## src/rtl/pcst_pkg.sv

```systemverilog
// Package for the peer credit score tracker: opcodes, identity codes, constants, state type.
// No dependencies.
package pcst_pkg;

    localparam int unsigned MAX_KEY_BYTES = 80;

    localparam logic [2:0] OP_ADD_DOWN  = 3'd0;
    localparam logic [2:0] OP_ADD_UP    = 3'd1;
    localparam logic [2:0] OP_QUERY     = 3'd2;
    localparam logic [2:0] OP_KEY       = 3'd3;
    localparam logic [2:0] OP_VERIFY    = 3'd4;
    localparam logic [2:0] OP_FAIL      = 3'd5;

    localparam logic [1:0] ID_NONE      = 2'd0;
    localparam logic [1:0] ID_NEEDED    = 2'd1;
    localparam logic [1:0] ID_DONE      = 2'd2;
    localparam logic [1:0] ID_FAILED    = 2'd3;
    localparam logic [2:0] EFF_ELSEWHERE = 3'd4;

    localparam logic [15:0] ONE_Q12 = 16'd4096;
    localparam logic [15:0] TEN_Q12 = 16'd40960;
    localparam logic [63:0] MIB      = 64'd1048576;
    localparam logic [63:0] RAMP_END = 64'd9646899;
    localparam logic [63:0] ROOT_END = 64'd102760448;
    // 100 * 8598323
    localparam logic [63:0] RAMP_DIV = 64'd859832300;

    typedef enum logic [2:0] {
        ST_IDLE,
        ST_DIV,
        ST_ROOT,
        ST_RAMP,
        ST_DONE
    } state_t;

endpackage

```

## src/rtl/peer_credit_score_tracker.sv

```systemverilog
// Top level of the peer credit score tracker.
// Depends on pcst_pkg.
//
// One peer's credit record. Adds, key offers, verifications and unused opcodes,
// and queries below 1 MiB or gated, have their result registered when accepted.
// A score query from 1 MiB on runs a shared one-bit-per-cycle restoring divider
// and a two-bit-per-cycle square root: the ratio division gives 64 quotient
// bits plus 13 fraction bits, the root 32 bits and the ramp division 64 bits.
// The ratio division is skipped when its term saturates, and from 98 MiB on
// the root and ramp are skipped as well.
// One item is worked at a time; the output register
// holds a result until its transfer and the next item is then taken.
module peer_credit_score_tracker (
    input  logic        clk,
    input  logic        rst_n,
    input  logic        cfg_we,
    input  logic        cfg_wdata,
    input  logic        in_valid,
    output logic        in_ready,
    input  logic [2:0]  opcode,
    input  logic [31:0] byte_count,
    input  logic [31:0] peer_address,
    input  logic [7:0]  key_length,
    output logic        out_valid,
    input  logic        out_ready,
    output logic [15:0] score_ratio,
    output logic        accepted,
    output logic [2:0]  effective_ident
);

    logic        crypto_reg;
    logic [63:0] down_reg, up_reg;
    logic [1:0]  ident_reg;
    logic [31:0] addr_reg;
    logic [6:0]  offer_reg, stored_reg;

    pcst_pkg::state_t state_reg, state_next;
    logic [6:0]  cnt_reg, cnt_next;
    // shared divider / root working registers
    logic [63:0] num_reg, num_next;   // dividend shifted out msb first
    logic [64:0] rem_reg, rem_next;
    logic [63:0] den_reg, den_next;
    logic [63:0] quo_reg, quo_next;
    logic [15:0] best_reg, best_next;
    logic [31:0] qaddr_reg;
    logic [15:0] score_reg, score_next;
    logic        ovalid_reg, ovalid_next;
    logic        acc_reg;

    logic [2:0] eff_in;
    logic       gated_in;
    logic       take;

    // ramp numerator (D - 1 MiB) * 234 * 4096; only used below the ramp end,
    // where D - 1 MiB fits in 24 bits
    logic [23:0] ramp_off;
    logic [31:0] ramp_prod;
    logic [63:0] ramp_num;
    // 5 * U for the saturated-ratio test
    logic [66:0] up_x5;

    function automatic logic [2:0] eff_of(input logic [1:0] st, input logic [31:0] a,
                                          input logic [31:0] ia);
        if (st != pcst_pkg::ID_DONE)
            return {1'b0, st};
        return (a == ia) ? {1'b0, pcst_pkg::ID_DONE} : pcst_pkg::EFF_ELSEWHERE;
    endfunction

    assign eff_in   = eff_of(ident_reg, peer_address, addr_reg);
    assign gated_in = crypto_reg && (eff_in != {1'b0, pcst_pkg::ID_NONE})
                      && (eff_in != {1'b0, pcst_pkg::ID_DONE});
    assign in_ready = (state_reg == pcst_pkg::ST_IDLE) && !ovalid_reg;
    assign take     = in_valid && in_ready;

    assign ramp_off  = down_reg[23:0] - 24'(pcst_pkg::MIB);
    assign ramp_prod = {8'd0, ramp_off} * 32'd234;
    assign ramp_num  = {20'd0, ramp_prod, 12'd0};
    assign up_x5     = {1'b0, up_reg, 2'b00} + {3'b000, up_reg};

    assign out_valid       = ovalid_reg;
    assign score_ratio     = score_reg;
    assign accepted        = acc_reg;
    // record state holds still while a result waits, so this is the state after the step
    assign effective_ident = eff_of(ident_reg, qaddr_reg, addr_reg);

    always_ff @(posedge clk or negedge rst_n)
    begin
        if (!rst_n)
            crypto_reg <= 1'b0;
        else if (cfg_we)
            crypto_reg <= cfg_wdata;
    end

    // record state, updated when an item is taken
    always_ff @(posedge clk or negedge rst_n)
    begin
        if (!rst_n)
        begin
            down_reg   <= '0;
            up_reg     <= '0;
            ident_reg  <= pcst_pkg::ID_NONE;
            addr_reg   <= '0;
            offer_reg  <= '0;
            stored_reg <= '0;
        end
        else if (take)
        begin
            case (opcode)
                pcst_pkg::OP_ADD_DOWN:
                    if (!gated_in) down_reg <= down_reg + {32'd0, byte_count};
                pcst_pkg::OP_ADD_UP:
                    if (!gated_in) up_reg <= up_reg + {32'd0, byte_count};
                pcst_pkg::OP_KEY:
                    if (key_length <= 8'(pcst_pkg::MAX_KEY_BYTES) && stored_reg == '0)
                    begin
                        offer_reg <= key_length[6:0];
                        ident_reg <= pcst_pkg::ID_NEEDED;
                    end
                pcst_pkg::OP_VERIFY:
                begin
                    addr_reg  <= peer_address;
                    ident_reg <= pcst_pkg::ID_DONE;
                    if (stored_reg == '0)
                    begin
                        stored_reg <= offer_reg;
                        if (down_reg != '0)
                        begin
                            down_reg <= 64'd1;
                            up_reg   <= 64'd1;
                        end
                    end
                end
                pcst_pkg::OP_FAIL:
                    ident_reg <= pcst_pkg::ID_FAILED;
                default: ;
            endcase
        end
    end

    // accepted is known at take; hold the item address for the effective identity
    always_ff @(posedge clk)
    begin
        if (take)
        begin
            qaddr_reg <= peer_address;
            case (opcode)
                pcst_pkg::OP_ADD_DOWN, pcst_pkg::OP_ADD_UP: acc_reg <= !gated_in;
                pcst_pkg::OP_KEY:
                    acc_reg <= (key_length <= 8'(pcst_pkg::MAX_KEY_BYTES))
                               && (stored_reg == '0);
                default: acc_reg <= 1'b0;
            endcase
        end
    end

    always_ff @(posedge clk or negedge rst_n)
    begin
        if (!rst_n)
        begin
            state_reg  <= pcst_pkg::ST_IDLE;
            ovalid_reg <= 1'b0;
            cnt_reg    <= '0;
        end
        else
        begin
            state_reg  <= state_next;
            ovalid_reg <= ovalid_next;
            cnt_reg    <= cnt_next;
        end
    end

    always_ff @(posedge clk)
    begin
        num_reg   <= num_next;
        rem_reg   <= rem_next;
        den_reg   <= den_next;
        quo_reg   <= quo_next;
        best_reg  <= best_next;
        score_reg <= score_next;
    end

    logic [64:0] trial;
    logic [65:0] rtrial;
    logic [65:0] rrem;

    always_comb
    begin
        state_next  = state_reg;
        cnt_next    = cnt_reg;
        num_next    = num_reg;
        rem_next    = rem_reg;
        den_next    = den_reg;
        quo_next    = quo_reg;
        best_next   = best_reg;
        score_next  = score_reg;
        ovalid_next = ovalid_reg;
        trial       = {rem_reg[63:0], num_reg[63]} - {1'b0, den_reg};
        rrem        = {rem_reg[63:0], num_reg[63:62]};
        rtrial      = rrem - {quo_reg[63:0], 2'b01};

        if (ovalid_reg && out_ready)
            ovalid_next = 1'b0;

        case (state_reg)
            pcst_pkg::ST_IDLE:
                if (take)
                begin
                    score_next = pcst_pkg::ONE_Q12;
                    if (opcode == pcst_pkg::OP_QUERY && !gated_in
                        && down_reg >= pcst_pkg::MIB)
                    begin
                        best_next = pcst_pkg::TEN_Q12;
                        if (up_reg == '0 || up_x5 <= {3'b000, down_reg})
                        begin
                            state_next = pcst_pkg::ST_ROOT;
                            num_next   = (down_reg << 4) + (64'd1 << 25);
                            rem_next   = '0;
                            quo_next   = '0;
                            cnt_next   = 7'd32;
                            // root and ramp both saturate here
                            if (down_reg >= pcst_pkg::ROOT_END)
                                state_next = pcst_pkg::ST_DONE;
                        end
                        else
                        begin
                            state_next = pcst_pkg::ST_DIV;
                            num_next   = down_reg;
                            den_next   = up_reg;
                            rem_next   = '0;
                            quo_next   = '0;
                            cnt_next   = 7'd77;
                        end
                    end
                    else
                        ovalid_next = 1'b1;
                end
            pcst_pkg::ST_DIV, pcst_pkg::ST_RAMP:
            begin
                // restoring division, one quotient bit per cycle
                if (!trial[64])
                begin
                    rem_next = {1'b0, trial[63:0]};
                    quo_next = {quo_reg[62:0], 1'b1};
                end
                else
                begin
                    rem_next = {rem_reg[63:0], num_reg[63]};
                    quo_next = {quo_reg[62:0], 1'b0};
                end
                num_next = {num_reg[62:0], 1'b0};
                cnt_next = cnt_reg - 7'd1;
                if (cnt_reg == 7'd1)
                begin
                    if (state_reg == pcst_pkg::ST_DIV)
                    begin
                        if (quo_next < 64'(pcst_pkg::TEN_Q12))
                            best_next = quo_next[15:0];
                        state_next = pcst_pkg::ST_ROOT;
                        num_next   = (down_reg << 4) + (64'd1 << 25);
                        rem_next   = '0;
                        quo_next   = '0;
                        cnt_next   = 7'd32;
                        if (down_reg >= pcst_pkg::ROOT_END)
                            state_next = pcst_pkg::ST_DONE;
                    end
                    else
                    begin
                        if ((quo_next + 64'(pcst_pkg::ONE_Q12)) < 64'(best_reg))
                            best_next = quo_next[15:0] + pcst_pkg::ONE_Q12;
                        state_next = pcst_pkg::ST_DONE;
                    end
                end
            end
            pcst_pkg::ST_ROOT:
            begin
                // digit-by-digit root, two radicand bits per cycle
                if (!rtrial[65])
                begin
                    rem_next = rtrial[64:0];
                    quo_next = {quo_reg[62:0], 1'b1};
                end
                else
                begin
                    rem_next = rrem[64:0];
                    quo_next = {quo_reg[62:0], 1'b0};
                end
                num_next = {num_reg[61:0], 2'b00};
                cnt_next = cnt_reg - 7'd1;
                if (cnt_reg == 7'd1)
                begin
                    if (quo_next < 64'(best_reg))
                        best_next = quo_next[15:0];
                    if (down_reg >= pcst_pkg::RAMP_END)
                        state_next = pcst_pkg::ST_DONE;
                    else
                    begin
                        state_next = pcst_pkg::ST_RAMP;
                        cnt_next   = 7'd64;
                        num_next   = ramp_num;
                        den_next   = pcst_pkg::RAMP_DIV;
                        rem_next   = '0;
                        quo_next   = '0;
                    end
                end
            end
            pcst_pkg::ST_DONE:
            begin
                score_next  = (best_reg < pcst_pkg::ONE_Q12) ? pcst_pkg::ONE_Q12 : best_reg;
                ovalid_next = 1'b1;
                state_next  = pcst_pkg::ST_IDLE;
            end
            default: state_next = pcst_pkg::ST_IDLE;
        endcase
    end

endmodule
```

## config.mk

```make
export PLATFORM = sky130hd
export DESIGN_NAME = peer_credit_score_tracker
export DESIGN_NICKNAME = d
export VERILOG_FILES = /design/src/rtl/pcst_pkg.sv /design/src/rtl/peer_credit_score_tracker.sv
export SDC_FILE = /design/constraint.sdc
export NUM_CORES = 2
export LEC_CHECK = 0
export ABC_AREA = 1
export BUFFER_PORTS_ARGS = -buffer_cell sky130_fd_sc_hd__buf_2
export CORE_ASPECT_RATIO = 1.5
export CORE_MARGIN = 2
export CORE_UTILIZATION = 45
export CTS_BUF_LIST = sky130_fd_sc_hd__clkbuf_8
export CTS_CLUSTER_SIZE = 16
export DETAILED_ROUTE_END_ITERATION = 8
export GPL_TIMING_DRIVEN = 0
export SKIP_CTS_REPAIR_TIMING = 1
export SLEW_MARGIN = 10
export SYNTH_ARGS = -nofsm -noshare
export SYNTH_HDL_FRONTEND = slang
export SYNTH_SLANG_ARGS = --single-unit
```

## constraint.sdc

```tcl
create_clock -name clk -period 12.45 [get_ports clk]
set_clock_uncertainty 0.15 [all_clocks]
set_input_delay 3.735 -clock clk [delete_from_list [all_inputs] [get_ports clk]]
set_output_delay 3.735 -clock clk [all_outputs]
set_load 0.01 [all_outputs]
```

==> run_results.csv <==
group,metric,value,unit
logic_synthesis,ys_seq_elements,509,
hold_path,hp-class,"flip-flop to flip-flop",
layout,drive_gt1_share,5.717,%
logic_synthesis,ys_types,70,
logic_synthesis,yosys.area.top_type_share,19.54,%
clock_network,htree_levels,3,
global_routing,grt_usage,37.20,%
layout,areaGrowthSynthToFinish,8.876,%
clock_network,cts_tree,"done",
setup_path,path_max_fanout,107,
route,drtIter0Drc,3971,
hold_path,min_to,"stored_reg[5]$_DFFE_PN0P_",
logic_synthesis,synth_edf_count,321,
setup_path,path_class,"input pin to flip-flop",
placement,hpwl,175.0,mm
floorplan,io_pins,103,
sta,worst_pin_slew,1322,ps
status,outcome,"completed",
sta,timing.slew.headroom,11.89,%
route,drt_pass1_iterations,8,
floorplan,core-area,108700,sq um
route,totalWireLength,210.8,mm
route,antenna_left,0,
route,routedWlPerCell,24.45,um
sta,final_max_slew_viol_count,0,
global_routing,grt_pass1_wl,308.4,mm
global_routing,grt_pass1_vias,49816,
flow_run,maxCapViolCount,0,
setup_path,critPathLaunchType,"input pin",
clock_network,clk_latency,830,ps
floorplan,die_area,112400,sq um
clock_network,cts.sinks,509,
logic_synthesis,synth_area,49330,sq um
logic_synthesis,yosysWarnings,0,
logic_synthesis,synthSimpleGateAreaFrac,24.44,%
floorplan,rows,148,
sta,grt_setup_unrepaired,"false",
sta,min_period,8289,ps
sta,finalHoldViolations,0,
clock_network,clockBufferDepth,3,
setup_path,end_kind,"flip-flop",
route,vias_per_cell,5.762,
floorplan,fp.dieW,274.4,um
clock_network,cts-root-buf,"clkbuf_8",
logic_synthesis,async_flop_share,36.94,%
hold_path,min_path_cells,2,
placement,port_buffers,102,
logic_synthesis,syn_inst,6915,
logic_synthesis,synth_seq_area_share,29.07,%
global_routing,grt_max_degree,108,
layout,nets,7694,
layout,post-route-util,49.42,%
global_routing,antenna_found_initial,9,
logic_synthesis,avgSynthCellArea,7.134,sq um
setup_path,worst-r2r-setup-slack,5040,ps
sta,max_freq,120.6,MHz
global_routing,overflow,0,
logic_synthesis,synth_top_area_cell,"edfxtp_1",
sta,min_period_over_period,66.58,%
logic_synthesis,yosys.area_share.adder,13.63,%
logic_synthesis,synth_compound_area_share,17.30,%
setup_path,worst_r2r_endpoint,"den_reg[54]$_SDFFCE_PP0P_",
logic_synthesis,syn_nets,7495,
setup_path,arrival,8630,ps
floorplan,initial_utilization,45.39,%
clock_network,clk_pin_slew,60,ps
logic_synthesis,synth_area_leaders,"edfxtp_1 (20%), ha_1 (11%), nand2_1 (10%), dfrtp_1 (9.5%), inv_1 (8.2%)",
setup_path,reg2regPathDepth,32,
logic_synthesis,synth_mux_area_share,0,%
setup_path,cp_data_required_time,12790,ps
setup_path,timing.rr.start,"up_reg[1]$_DFFE_PN0P_",
floorplan,fp.dieH,409.5,um
hold_path,worstHoldStart,"stored_reg[5]$_DFFE_PN0P_",
route,dr_total_vias,49672,
placement,gp_congestion,1.048,
logic_synthesis,synth-xor-area-share,5.929,%
sta,setup_viol,0,
logic_synthesis,ys.flop_type,"edfxtp_1",
logic_synthesis,synth_top_family_by_area,"simple AND/OR/NAND/NOR gates",
layout,fillers,11267,
clock_network,cts_inserted_buffers,90,
route,drc_errors,0,
stage by stage:
stage	area (sq um)	worst slack (ps)	cells	TNS, ps	hold WS (ps)
floorplan	49330	1763	6915	0	271.8
global placement	51630	-1604	8442	-101780	287.2
detailed placement	51780	3296	8447	0	291.9
CTS	53700	4168	8614	0	306.0
global route	53710	3823	8618	0	343.0
finish	53710	4161	8621	0	302.0
per-layer routing:
layer,track usage (%),routed length (um)
met3,6.347,11840
met2,65.90,103800
met5,0,60
met4,33.41,23480
met1,36.93,71670
critical path: stages:
cell	delay, ps
buf_2	120
xnor2_1	150
nand2_1	80
nor4_1	390
nand2_1	80
nor2_1	200
nand2_1	80
nand2_1	190
nand3_1	410
o21ai_0	420
nand2_1	350
inv_8	670
buf_16	420
nand3_1	220
nor2_4	710
buf_12	290
cell type report:
cell class                      count  area, sq um  share of cell area (%)
Multi-Input combinational cell   5171        30250                   56.32
Sequential cell                   509        14340                   26.70
Inverter                         1098         4129                   7.687
Tap cell                         1425         1783                   3.319
Clock buffer                      103         1418                   2.639
Timing Repair Buffer              107        643.1                   1.197
Buffer                            137        626.9                   1.167
Clock inverter                     64        499.2                  0.9294
Antenna cell                        7        17.52                 0.03261
cells in the final DEF (no fill, tap or decap), drive strengths merged, types with 64 or more instances in the layout:
cell type  Yosys  final
xnor2        164    164
o22ai         76     76
nand4        117    117
nand2       1376   1376
nand3        266    266
nor4          76     76
xor2         170    170
nor3         150    150
o21ai        435    435
dfrtp        188    188
buf           68    175
inv         1091   1118
ha           435    435
edfxtp       321    321
a31oi         82     82
a21oi        589    589
clkbuf        69    172
o211ai        87     87
fa            64     64
nor2         783    783
logic make-up after synthesis:
group / Yosys count
xor+xnor: 334
fa+ha+maj: 499
simple gates: 2848
compound gates: 1490
flops: 509
buf+inv: 1235
Yosys cell counts, types with 5 or more instances:
cell type	instances
o21ai_0	415
clkinv_1	7
o21a_1	42
nand2_1	1369
inv_2	12
o21ai_2	7
a22oi_1	19
fa_1	64
a21oi_1	586
xor2_1	170
o211ai_1	87
a21boi_0	22
o2111ai_1	8
a211oi_1	16
a31oi_1	82
o221ai_1	10
nor3_2	5
a21boi_1	6
o22ai_1	76
nor2_1	769
dfrtp_1	188
buf_2	55
nand3_1	264
o21ai_1	13
o21bai_1	22
nor4_1	75
nand4_1	117
a221oi_1	5
clkbuf_1	68
nor2_2	12
ha_1	435
edfxtp_1	321
or2_2	39
o32ai_1	6
nor3_1	145
xnor2_1	164
inv_1	1079
nand2_2	6
a21o_1	35
buf_4	9
nand3b_1	24
o31ai_1	9
how the worst max path moves through the flow:
| stage | endpoint | startpoint |
|---|---|---|
| 6_report | den_reg[54]$_SDFFCE_PP0P_ | peer_address[3] |
| 5_1_grt | den_reg[56]$_SDFFCE_PP0P_ | peer_address[3] |
| 4_1_cts | den_reg[63]$_SDFFCE_PP0P_ | peer_address[3] |
| 3_5_place_dp | den_reg[63]$_SDFFCE_PP0P_ | peer_address[3] |
| 3_3_place_gp | den_reg[63]$_SDFFCE_PP0P_ | peer_address[6] |
| 2_1_floorplan | den_reg[0]$_SDFFCE_PP0P_ | peer_address[17] |
Power is left out: the tool's default activity adds up to more than one toggle a clock period on the data nets, which glitch-free logic cannot reach.
